--- src/hfpt_pkg.sv ---
// Package for the hashed flow packet table: geometry, status codes, beat types.
// No dependencies.
`default_nettype none
package hfpt_pkg;
  localparam int BUCKETS = 256;
  localparam int WAYS = 4;
  localparam int BKT_W = (BUCKETS > 1) ? $clog2(BUCKETS) : 1;
  localparam int WAY_W = (WAYS > 1) ? $clog2(WAYS) : 1;
  localparam int ENTRY_W = 32 + 32 + 32 + 8 + 32;

  localparam logic ACT_UPDATE = 1'b0;
  localparam logic ACT_SEARCH = 1'b1;

  localparam logic [2:0] ST_COUNTED = 3'd0;
  localparam logic [2:0] ST_INSERTED = 3'd1;
  localparam logic [2:0] ST_FULL = 3'd2;
  localparam logic [2:0] ST_NOT_FOUND = 3'd3;
  localparam logic [2:0] ST_SINGLE = 3'd4;
  localparam logic [2:0] ST_MULTI = 3'd5;

  typedef struct packed {
    logic        action;
    logic [7:0]  bucket;
    logic [31:0] src_addr;
    logic [31:0] dst_addr;
    logic [7:0]  proto;
    logic [15:0] src_port;
    logic [15:0] dst_port;
  } in_item_t;

  typedef struct packed {
    logic [2:0]  status;
    logic [31:0] pkt_count;
  } out_item_t;

  // Request handed from front end to back end
  typedef struct packed {
    logic             action;
    logic [BKT_W-1:0] bkt;
    logic [31:0]      src;
    logic [31:0]      dst;
    logic [7:0]       proto;
    logic [31:0]      ports;
  } req_t;
endpackage
`default_nettype wire

--- src/hfpt_queue.sv ---
// Two-entry queue between front and back end.
// Depends on hfpt_pkg.
`default_nettype none
module hfpt_queue (
  input  wire logic      clk,
  input  wire logic      rst,
  input  wire logic      wr_valid,
  output logic           wr_ready,
  input  hfpt_pkg::req_t wr_data,
  output logic           rd_valid,
  input  wire logic      rd_ready,
  output hfpt_pkg::req_t rd_data
);
  import hfpt_pkg::*;

  req_t       slot [2];
  logic       wptr;
  logic       rptr;
  logic [1:0] fill;
  logic       push;
  logic       pop;

  assign wr_ready = fill != 2'd2;
  assign rd_valid = fill != 2'd0;
  assign rd_data  = slot[rptr];
  assign push = wr_valid && wr_ready;
  assign pop  = rd_valid && rd_ready;

  // Advance pointers and fill count
  always_ff @(posedge clk) begin
    if (rst) begin
      wptr <= 1'b0;
      rptr <= 1'b0;
      fill <= 2'd0;
    end else begin
      if (push) wptr <= !wptr;
      if (pop) rptr <= !rptr;
      fill <= fill + {1'b0, push} - {1'b0, pop};
    end
  end

  always_ff @(posedge clk) begin
    if (push) slot[wptr] <= wr_data;
  end
endmodule
`default_nettype wire

--- config.mk ---
export PLATFORM = sky130hd
export DESIGN_NAME = hfpt_queue
export DESIGN_NICKNAME = d
export VERILOG_FILES = /design/src/hfpt_pkg.sv /design/src/hfpt_queue.sv
export SDC_FILE = /design/constraint.sdc
export NUM_CORES = 1
export LEC_CHECK = 0
export ABC_AREA = 1
export BUFFER_PORTS_ARGS = -buffer_cell sky130_fd_sc_hd__clkbuf_2
export CORE_MARGIN = 2
export CORE_UTILIZATION = 45
export DETAILED_ROUTE_END_ITERATION = 7
export GPL_TIMING_DRIVEN = 0
export PLACE_DENSITY = 0.77
export SYNTH_ARGS = -nofsm -noshare
export SYNTH_HDL_FRONTEND = slang
export SYNTH_SLANG_ARGS = --single-unit
--- constraint.sdc ---
create_clock -name clk -period 6.45 [get_ports clk]
set_clock_uncertainty 0.05 [all_clocks]
set_input_delay 1.29 -clock clk [delete_from_list [all_inputs] [get_ports clk]]
set_output_delay 1.29 -clock clk [all_outputs]
set_load 0.03 [all_outputs]
==> flow_summary.ini <==
[outcome]
status = finished clean

[timing]
worst_pin_slew_ns = 0.695
finalSetupViolCount = 0
rsz0062_at_grt = false
max_freq_ghz = 0.316
relSlewSlack_pct = 53.5
min_period_over_period_pct = 49.0
slew_viol_final = 0
hold_viol_final = 0
post-route-min-period_ns = 3.16
final.setup.tns_ns = 0

[clock_tree]
cts.sinks = 231
cts_root_buf = clkbuf_16
cts_inserted_buffers = 23
clk_latency_ns = 0.49
cts_resized = 0
cts_setup_buffers = 0
ctsHoldBuffers = 0
cts_tree = done
clk_path_buf_depth = 3
htreeDepth = 1
path_clk_slew_ns = 0.06

[floorplan]
design.core.area_sq_um = 18800
start_util_pct = 46.1
rows = 50
fp.dieArea_sq_um = 20400
io_pins = 232
chipWidth_um = 143
die_h_um = 143

[final_layout]
n_fill_cell = 1406
drive_gt1_share_pct = 59.3
n_antenna_cell = 0
fin_util_pct = 58.8
syn_to_final_growth_pct = 27.4
final_net_count = 770
layout_common_cells = 231 x clkbuf_2, 226 x edfxtp_1, 70 x mux2_4, 43 x mux2_2, 23 x clkbuf_16
final_common_cell = clkbuf_2

[logic_synthesis]
synth.ff_latch_count = 231
synth_top_family_by_area = multiplexers
synth_top_area_cell = edfxtp_1
synthXorXnorAreaFrac_pct = 0.101
avgSynthCellArea_sq_um = 22.4
yosysSeqAreaShare_pct = 79.3
synth_top_area_share_pct = 78.2
ys_warn_count = 0
synth_compound_area_share_pct = 0.115
synthTopCellsByArea = edfxtp_1 78%, mux2_4 12%, mux2_2 5.6%, dfxtp_1 1.2%, buf_6 1.0%
synthMuxAreaShare_pct = 17.7
synth_area_sq_um = 8680
syn-num-nets = 506
syn-instance-count = 388
synthAdderAreaFrac_pct = 0.144
synth_cell_type_count = 15
synth-simple-area-share_pct = 0.850

[routing]
ant_nets = 0
drc = 0
routedWlPerCell_um = 17.5
viasPerCell = 4.78
wirelength_um = 16200
vias = 4429
firstDrtPassIters = 6
first_iter_violations = 196

[critical_path]
worstRegToRegCells = 7
worst-r2r-setup-slack_ns = 4.09
cp_cell_sequence = buf_6 > buf_8 > buf_6 > mux2_4 > clkbuf_2
crit_top_cell = buf_6
critical_path.max_stage_delay_ns = 0.32
cp_data_arrival_time_ns = 1.82
critPathLaunchType = flop
crit_slowest_cell = dfxtp_1
r2r-end = slot[1][89]
cp.required_ns = 5.11
crit_type = flop to output pin
crit_path_end_kind = output pin
crit_end = rd_data[52]
crit_fanout = 10
worstReg2RegStart = fill[0]

[grt]
antenna_found_initial = 0
grt_pass1_wl_um = 24100
first_global_vias = 4685
grt_usage_pct = 15.2
grt_max_degree = 34
grt_overflow = 0

[power_and_ir_drop]
p_leak_nw = 4.35
power_density_nw_per_um2 = 422
ir_drop_uv = 258

[placed_design]
gp_congestion = 0.729
port_buffers = 231
dpl.hpwl_um = 11600

[hold_path]
hold_depth = 2
hp-class = flop to flop

[job]
max-cap-violations = 0
-- area by class of cell --
| class | count | area (sq um) | share of cell area (%) |
|---|---|---|---|
| Multi-Input combinational cell | 136 | 1660 | 15.0 |
| Clock buffer | 26 | 587 | 5.30 |
| Buffer | 13 | 125 | 1.13 |
| Tap cell | 260 | 325 | 2.94 |
| Clock inverter | 13 | 109 | 0.984 |
| Sequential cell | 231 | 6890 | 62.2 |
| Inverter | 8 | 30.0 | 0.271 |
| Timing Repair Buffer | 239 | 1350 | 12.2 |
-- Yosys cell counts (all sizes together) --
library cell,count
a21oi,2
buf,13
dfxtp,5
edfxtp,226
ha,1
inv,8
mux2,113
nand2,8
nand3,1
nor2,9
nor3,1
xnor2,1
-- flip-flops by register name, indices dropped and copies added, names as in the netlist, named ones only --
| name | cells |
|---|---|
| rptr | 1 |
| wptr | 1 |
| slot | 226 |
| fill | 2 |
-- kinds of logic (layout without fill, tap and decap cells) --
| kind of cell | count (synthesis) | in the layout |
|---|---|---|
| flip-flops | 231 | 231 |
| buffers and inverters | 21 | 299 |
| AO/OA/AOI/OAI | 2 | 2 |
| AND/OR/NAND/NOR | 19 | 19 |
| adder cells (fa/ha/maj) | 1 | 1 |
| multiplexers | 113 | 113 |
| XOR/XNOR | 1 | 1 |
-- worst min-delay path by stage --
stage	start	end
global placement	rptr	rptr
floorplan	rptr	flop
finish	rptr	flop
detailed placement	rptr	flop
CTS	rptr	flop
global route	rptr	rptr
-- critical path, delay by kind of cell, from the launching register on --
family | cells | cell delay [ns]
flip-flops | 1 | 0.32
buffers and inverters | 4 | 0.68
multiplexers | 1 | 0.32
-- stage by stage --
step	setup WS [ns]	instances	cell area, sq um	total power (W)	hold WS [ns]
floorplan	1.56	388	8690	0.00306	0.417
global placement	0.116	879	10200	0.00341	0.432
detailed placement	3.22	887	10400	0.00349	0.444
CTS	3.24	926	11100	0.00472	0.473
global route	3.22	926	11100	0.00486	0.521
finish	3.29	926	11100	0.00467	0.480
-- per-layer routing --
| layer | part of all wire, % | vias up | GRT usage (%) |
|---|---|---|---|
| li1 | - | 2049 | - |
| met1 | 38 | 2174 | 17.3 |
| met2 | 52 | 176 | 27.6 |
| met3 | 8.3 | 30 | 4.43 |
| met4 | 2.1 | 0 | 4.74 |
| met5 | 0 | - | 0 |
-- where the power goes --
part / switching [W] / leakage [nW] / internal, W
Combinational: 0.000912 / 1.86 / 0.000566
Sequential: 0.0000544 / 2.15 / 0.00190
Clock: 0.000507 / 0.340 / 0.000727
Total: 0.00147 / 4.35 / 0.00319
Note: power is estimated with default switching activity, not from simulation.
