File: config.mk
export PLATFORM = sky130hd
export DESIGN_NAME = hfpt_front
export DESIGN_NICKNAME = d
export VERILOG_FILES = /design/src/hfpt_pkg.sv /design/src/hfpt_front.sv
export SDC_FILE = /design/constraint.sdc
export NUM_CORES = 1
export LEC_CHECK = 0
export BUFFER_PORTS_ARGS = -buffer_cell sky130_fd_sc_hd__buf_2
export CORE_AREA = 2 2 100 102
export DETAILED_ROUTE_END_ITERATION = 8
export DIE_AREA = 0 0 102 104
export PLACE_DENSITY = 0.84
export SLEW_MARGIN = 15
export SYNTH_ARGS = -nofsm -noshare
export SYNTH_HDL_FRONTEND = slang
export SYNTH_SLANG_ARGS = --single-unit
File: constraint.sdc
create_clock -name clk -period 1.85 [get_ports clk]
set_clock_uncertainty 0.1 [all_clocks]
set_input_delay 0.2775 -clock clk [delete_from_list [all_inputs] [get_ports clk]]
set_output_delay 0.2775 -clock clk [all_outputs]
set_load 0.03 [all_outputs]
File: src/hfpt_pkg.sv
// Package for the hashed flow packet table: geometry, status codes, beat types.
// No dependencies.
`default_nettype none
package hfpt_pkg;
  localparam int BUCKETS = 256;
  localparam int WAYS = 4;
  localparam int BKT_W = (BUCKETS > 1) ? $clog2(BUCKETS) : 1;
  localparam int WAY_W = (WAYS > 1) ? $clog2(WAYS) : 1;
  localparam int ENTRY_W = 32 + 32 + 32 + 8 + 32;

  localparam logic ACT_UPDATE = 1'b0;
  localparam logic ACT_SEARCH = 1'b1;

  localparam logic [2:0] ST_COUNTED = 3'd0;
  localparam logic [2:0] ST_INSERTED = 3'd1;
  localparam logic [2:0] ST_FULL = 3'd2;
  localparam logic [2:0] ST_NOT_FOUND = 3'd3;
  localparam logic [2:0] ST_SINGLE = 3'd4;
  localparam logic [2:0] ST_MULTI = 3'd5;

  typedef struct packed {
    logic        action;
    logic [7:0]  bucket;
    logic [31:0] src_addr;
    logic [31:0] dst_addr;
    logic [7:0]  proto;
    logic [15:0] src_port;
    logic [15:0] dst_port;
  } in_item_t;

  typedef struct packed {
    logic [2:0]  status;
    logic [31:0] pkt_count;
  } out_item_t;

  // Request handed from front end to back end
  typedef struct packed {
    logic             action;
    logic [BKT_W-1:0] bkt;
    logic [31:0]      src;
    logic [31:0]      dst;
    logic [7:0]       proto;
    logic [31:0]      ports;
  } req_t;
endpackage
`default_nettype wire

File: src/hfpt_front.sv
// Front end: accepts input beats, reduces the bucket and packs the tuple.
// Depends on hfpt_pkg.
`default_nettype none
module hfpt_front (
  input  wire logic           clk,
  input  wire logic           rst,
  input  wire logic           in_valid,
  output logic                in_ready,
  input  hfpt_pkg::in_item_t  in_data,
  output logic                req_valid,
  input  wire logic           req_ready,
  output hfpt_pkg::req_t      req
);
  import hfpt_pkg::*;

  logic [8+BKT_W-1:0] bkt_wide;

  assign bkt_wide = {{BKT_W{1'b0}}, in_data.bucket} % (8+BKT_W)'(BUCKETS);
  assign in_ready = !req_valid || req_ready;

  // Hold one classified request
  always_ff @(posedge clk) begin
    if (rst) begin
      req_valid <= 1'b0;
    end else if (in_ready) begin
      req_valid <= in_valid;
    end
  end

  always_ff @(posedge clk) begin
    if (in_ready && in_valid) begin
      req.action <= in_data.action;
      req.bkt    <= bkt_wide[BKT_W-1:0];
      req.src    <= in_data.src_addr;
      req.dst    <= in_data.dst_addr;
      req.proto  <= in_data.proto;
      req.ports  <= {in_data.src_port, in_data.dst_port};
    end
  end
endmodule
`default_nettype wire

==> run_results.csv, run 1 <==
group,metric,value,unit
clocking,cts_made_buffers,17,
clocking,cts_num_sinks,114,
placement,routabilityCongestion,0.731,
synth,netlist_instances,118,
clocking,root_buffer,"clkbuf_8",
floorplanning,dieWidth,102,um
clocking,post_cts_buffers,0,
placement,hpwl,5.85,mm
synth,ys_seq_area_share,99.0,%
outcome,lastStage,"clock tree synthesis (4_1_cts)",
outcome,first-error,"[ERROR RSZ-0060] Max buffer count reached.",
placement,placed_area,4810,um2
floorplanning,num_rows,36,
synth,syn_area_per_cell,29.2,um2
synth,ys_warn_count,0,
synth,synthesis.nets,235,
floorplanning,ios,232,
synth,ys_ff_latch,114,
clocking,post_cts_resized,0,
placement,numPortBuffers,231,
clocking,postCtsHoldBufs,104,
outcome,status,"did not finish",
synth,syn_area,3450,um2
synth,synth_cell_types,6,
clocking,clk_path_buf_depth,2,
floorplanning,die_h,104,um
floorplanning,initial_core_util,36.1,%
clocking,htree_levels,4,
-- cells by family after synthesis --
kind of cell,share of synthesized area (%)
AO/OA/AOI/OAI,0.254
buffers and inverters,0.109
flip-flops,99.0
AND/OR/NAND/NOR,0.653
-- cells in the mapped netlist, drive strengths merged --
master  instances  area (um2)
edfxtp        113        3390
a21oi           1        8.76
and2            1        8.76
dfxtp           1        20.0
inv             1        3.75
nand2b          1        13.8
-- metrics by stage --
stage / worst slack [ns] / cells / setup TNS, ns
global placement: 0.454 / 484 / 0
detailed placement: 0.422 / 484 / 0
floorplan: -0.0435 / 118 / -4.91
==> inputs of run 2 (changes only) <==
--- a/config.mk
+++ b/config.mk
@@ -6,10 +6,10 @@
 export NUM_CORES = 1
 export LEC_CHECK = 0
 export BUFFER_PORTS_ARGS = -buffer_cell sky130_fd_sc_hd__buf_2
-export CORE_AREA = 2 2 100 102
+export CORE_AREA = 2 2 121 123
 export DETAILED_ROUTE_END_ITERATION = 8
-export DIE_AREA = 0 0 102 104
-export PLACE_DENSITY = 0.84
+export DIE_AREA = 0 0 123 125
+export PLACE_DENSITY_LB_ADDON = 0.15
 export SLEW_MARGIN = 15
 export SYNTH_ARGS = -nofsm -noshare
 export SYNTH_HDL_FRONTEND = slang
==> constraint.sdc (replaced) <==
create_clock -name clk -period 2.4 [get_ports clk]
set_clock_uncertainty 0.1 [all_clocks]
set_input_delay 0.36 -clock clk [delete_from_list [all_inputs] [get_ports clk]]
set_output_delay 0.36 -clock clk [all_outputs]
set_load 0.03 [all_outputs]
==> run_results.csv, run 2 <==
group,metric,value,unit
outcome,status,"completed",
clocking,root_buffer,"clkbuf_16",
synth,ys_seq_area_share,99.0,%
setup_path,endpoint_kind,"flip-flop",
setup_path,r2r-end,"req[43]",
sta,fin_tns_setup,0,ns
drt,drc,0,
floorplanning,initial_core_util,24.3,%
setup_path,rr_worst_depth,3,
global_routing,grt_pass1_vias,2315,
global_routing,grt_usage,10.6,%
setup_path,setup.worst_path.start,"req_valid",
power,leakagePower,2.33,nW
final_layout,largestRegisters,"req x113, req_valid x1",
sta,final_hold_viol_count,0,
floorplanning,dieWidth,123,um
clocking,clkSlewWorstSetupHoldPaths,0.05,ns
sta,slew_headroom,74.6,%
final_layout,multi_input_area,31.3,um2
hold_path,min_from,"in_data[68]",
synth,synthesis.nets,235,
sta,rsz0062_at_grt,"no",
floorplanning,ios,232,
final_layout,top_register,"req",
placement,numPortBuffers,231,
clocking,htree_levels,4,
sta,max_freq,0.650,GHz
final_layout,largest_reg_flops,113,
setup_path,crit_type,"flip-flop to flip-flop",
synth,synth_cell_types,6,
synth,yosysTopAreaCell,"edfxtp_1",
drt,ant_nets,0,
final_layout,drive_gt1_share,67.2,%
clocking,cts_num_sinks,114,
synth,yosys.area.top_type_share,98.4,%
synth,synthArstFlopShare,0,%
power,powerDensity,943,nW/um2
global_routing,antenna_found_initial,2,
placement,hpwl,5.99,mm
setup_path,r2r_start,"req_valid",
floorplanning,die_area,15400,um2
sta,tightest_slew,0.382,ns
sta,setup_viol,0,
final_layout,final_cell_mix,"231 x buf_2, 113 x edfxtp_1, 17 x clkbuf_16",
drt,vias,2183,
clocking,cts_tree,"done",
hold_path,hold_path_class,"primary input to flip-flop",
final_layout,fill_cells,1354,
sta,final-max-slew-violation-count,0,
drt,wl_per_cell,13.9,um
clocking,worstSkewPairLatency,0.40,ns
sta,period_share,64.1,%
global_routing,grt_max_degree,32,
drt,routed_via_density,3.82,
global_routing,grt_pass1_wl,11.7,mm
synth,ys_ff_latch,114,
synth,syn_area_per_cell,29.2,um2
placement,routabilityCongestion,0.688,
job,cap_viol_max_count,0,
setup_path,endpoint,"req[43]",
clocking,post_cts_buffers,0,
final_layout,final_common_cell,"buf_2",
setup_path,worstPathMaxFanout,26,
floorplanning,num_rows,44,
floorplanning,coreArea,14200,um2
setup_path,worstPathRequired,2.39,ns
final_layout,syn2layout_area_growth,58.1,%
drt,drt_wl_total,7.97,mm
synth,synth_area_leaders,"edfxtp_1 98%, dfxtp_1 0.58%, nand2b_4 0.40%",
synth,ys_warn_count,0,
clocking,cts_made_buffers,17,
setup_path,crit_path_start_kind,"flip-flop",
drt,drtPass1Iterations,4,
synth,syn_area,3450,um2
sta,timing.hold.ws,0.0321,ns
floorplanning,die_h,125,um
clocking,clk_path_buf_depth,2,
global_routing,grt_overflow,0,
drt,drt-initial-drc-count,102,
synth,yosys_most_used_dff,"edfxtp_1",
synth,netlist_instances,118,
sta,finalCriticalPeriod,1.54,ns
synth,synth_edf_count,113,
setup_path,regToRegSetupSlack,0.86,ns
final_layout,final-seq-area,3410,um2
synth,yosysMostFrequentCell,"edfxtp_1",
setup_path,critPathArrivalTime,1.53,ns
power,ir_drop,513,uV
final_layout,nets,491,
[run 2: cell families after synthesis]
| group | Yosys count | synth area share, % |
|---|---|---|
| buffers and inverters | 1 | 0.109 |
| DFF | 114 | 99.0 |
| AOI/OAI and AO/OA | 1 | 0.254 |
| and+or+nand+nor | 2 | 0.653 |
[run 2: how the worst min path moves through the flow]
| stage | end | cells after the start |
|---|---|---|
| 2_1_floorplan | req_valid | 1 |
| 3_3_place_gp | req_valid | 2 |
| 3_5_place_dp | req_valid | 2 |
| 4_1_cts | req_valid | 2 |
| 5_1_grt | req[109] | 1 |
| 6_report | req[68] | 1 |
[run 2: repair_timing]
item | in CTS | in global routing
hold endpoints to repair | 0 | 2
gates resized for setup | 0 | 0
hold buffers | 0 | 2
[run 2: power breakdown]
| group | switching (W) | internal, W |
|---|---|---|
| sequential | 0.0000268 | 0.00233 |
| combinational | 0.000346 | 0.000154 |
| clock | 0.000774 | 0.00151 |
[run 2: critical path: stages (launching register included)]
cell      delay, ns
dfxtp_1        0.33
nand2b_4       0.08
and2_4         0.39
buf_4          0.31
[run 2: through the flow]
stage,cell area (um2),total power [W],cells,setup slack [ns],util [%]
5_1_grt,5450,0.00536,572,0.758,38.4
3_5_place_dp,4890,0.00290,537,0.680,34.4
6_report,5450,0.00514,572,0.862,38.4
3_3_place_gp,4890,0.00290,537,0.682,34.4
2_1_floorplan,3450,0.00268,118,0.416,-
4_1_cts,5430,0.00523,569,0.837,38.2
[run 2: per-layer routing]
metal | GRT usage, % | part of all wire (%)
met3 | 8.53 | 18
met1 | 10.8 | 36
met4 | 5.41 | 1.8
met2 | 15.5 | 44
met5 | 0 | 0.16
[run 2: cell type report]
| class | count | area share (%) |
|---|---|---|
| timing repair buffer | 237 | 22.6 |
| inverter | 1 | 0.0689 |
| antenna | 1 | 0.0459 |
| sequential | 114 | 62.6 |
| tap | 184 | 4.22 |
| clock buffer | 24 | 8.29 |
| clock inverter | 8 | 1.58 |
| multi-input combinational | 3 | 0.574 |
Note: power is estimated with default switching activity, not from simulation.
==> inputs of run 3 (changes only) <==
==> constraint.sdc (replaced) <==
create_clock -name clk -period 1.41 [get_ports clk]
set_clock_uncertainty 0.1 [all_clocks]
set_input_delay 0.2115 -clock clk [delete_from_list [all_inputs] [get_ports clk]]
set_output_delay 0.2115 -clock clk [all_outputs]
set_load 0.03 [all_outputs]
==> run_results.csv, run 3 <==
group,metric,value,unit
clocking,htree_levels,4,
clocking,post_cts_buffers,0,
clocking,clk_path_buf_depth,2,
synth,yosysMostFrequentCell,"edfxtp_1",
synth,syn_area_per_cell,29.2,um2
outcome,lastStage,"clock tree synthesis (4_1_cts)",
floorplanning,die_h,125,um
synth,yosys.area.top_type_share,98.4,%
synth,netlist_instances,118,
floorplanning,ios,232,
clocking,root_buffer,"clkbuf_16",
placement,dp.cells,539,
synth,ys_warn_count,0,
outcome,first-error,"[ERROR RSZ-0060] Max buffer count reached.",
synth,synth_cell_types,6,
clocking,cts_num_sinks,114,
clocking,postCtsHoldBufs,115,
synth,yosys_most_used_dff,"edfxtp_1",
placement,hpwl,6.39,mm
synth,synth_area_leaders,"edfxtp_1 98%, dfxtp_1 0.58%, nand2b_4 0.40%",
synth,ys_ff_latch,114,
placement,numPortBuffers,231,
synth,yosysTopAreaCell,"edfxtp_1",
synth,synthesis.nets,235,
clocking,cts_made_buffers,17,
synth,synth_edf_count,113,
placement,routabilityCongestion,0.749,
outcome,status,"did not finish",
synth,syn_area,3450,um2
clocking,post_cts_resized,0,
floorplanning,initial_core_util,24.3,%
synth,synthArstFlopShare,0,%
synth,ys_seq_area_share,99.0,%
floorplanning,dieWidth,123,um
floorplanning,num_rows,44,
[run 3: through the flow]
step                cell area [um2]  hold WS (ns)  setup slack (ns)  TNS (ns)
floorplan                      3450         0.165            -0.483    -54.63
global placement               4920         0.266            0.0230         0
detailed placement             4920         0.272            0.0128         0
[run 3: cells by family after synthesis]
kind of cell           count (synthesis)  share of synthesized area, %
DFF                                  114                          99.0
and+or+nand+nor                        2                         0.653
AOI/OAI and AO/OA                      1                         0.254
buffers and inverters                  1                         0.109
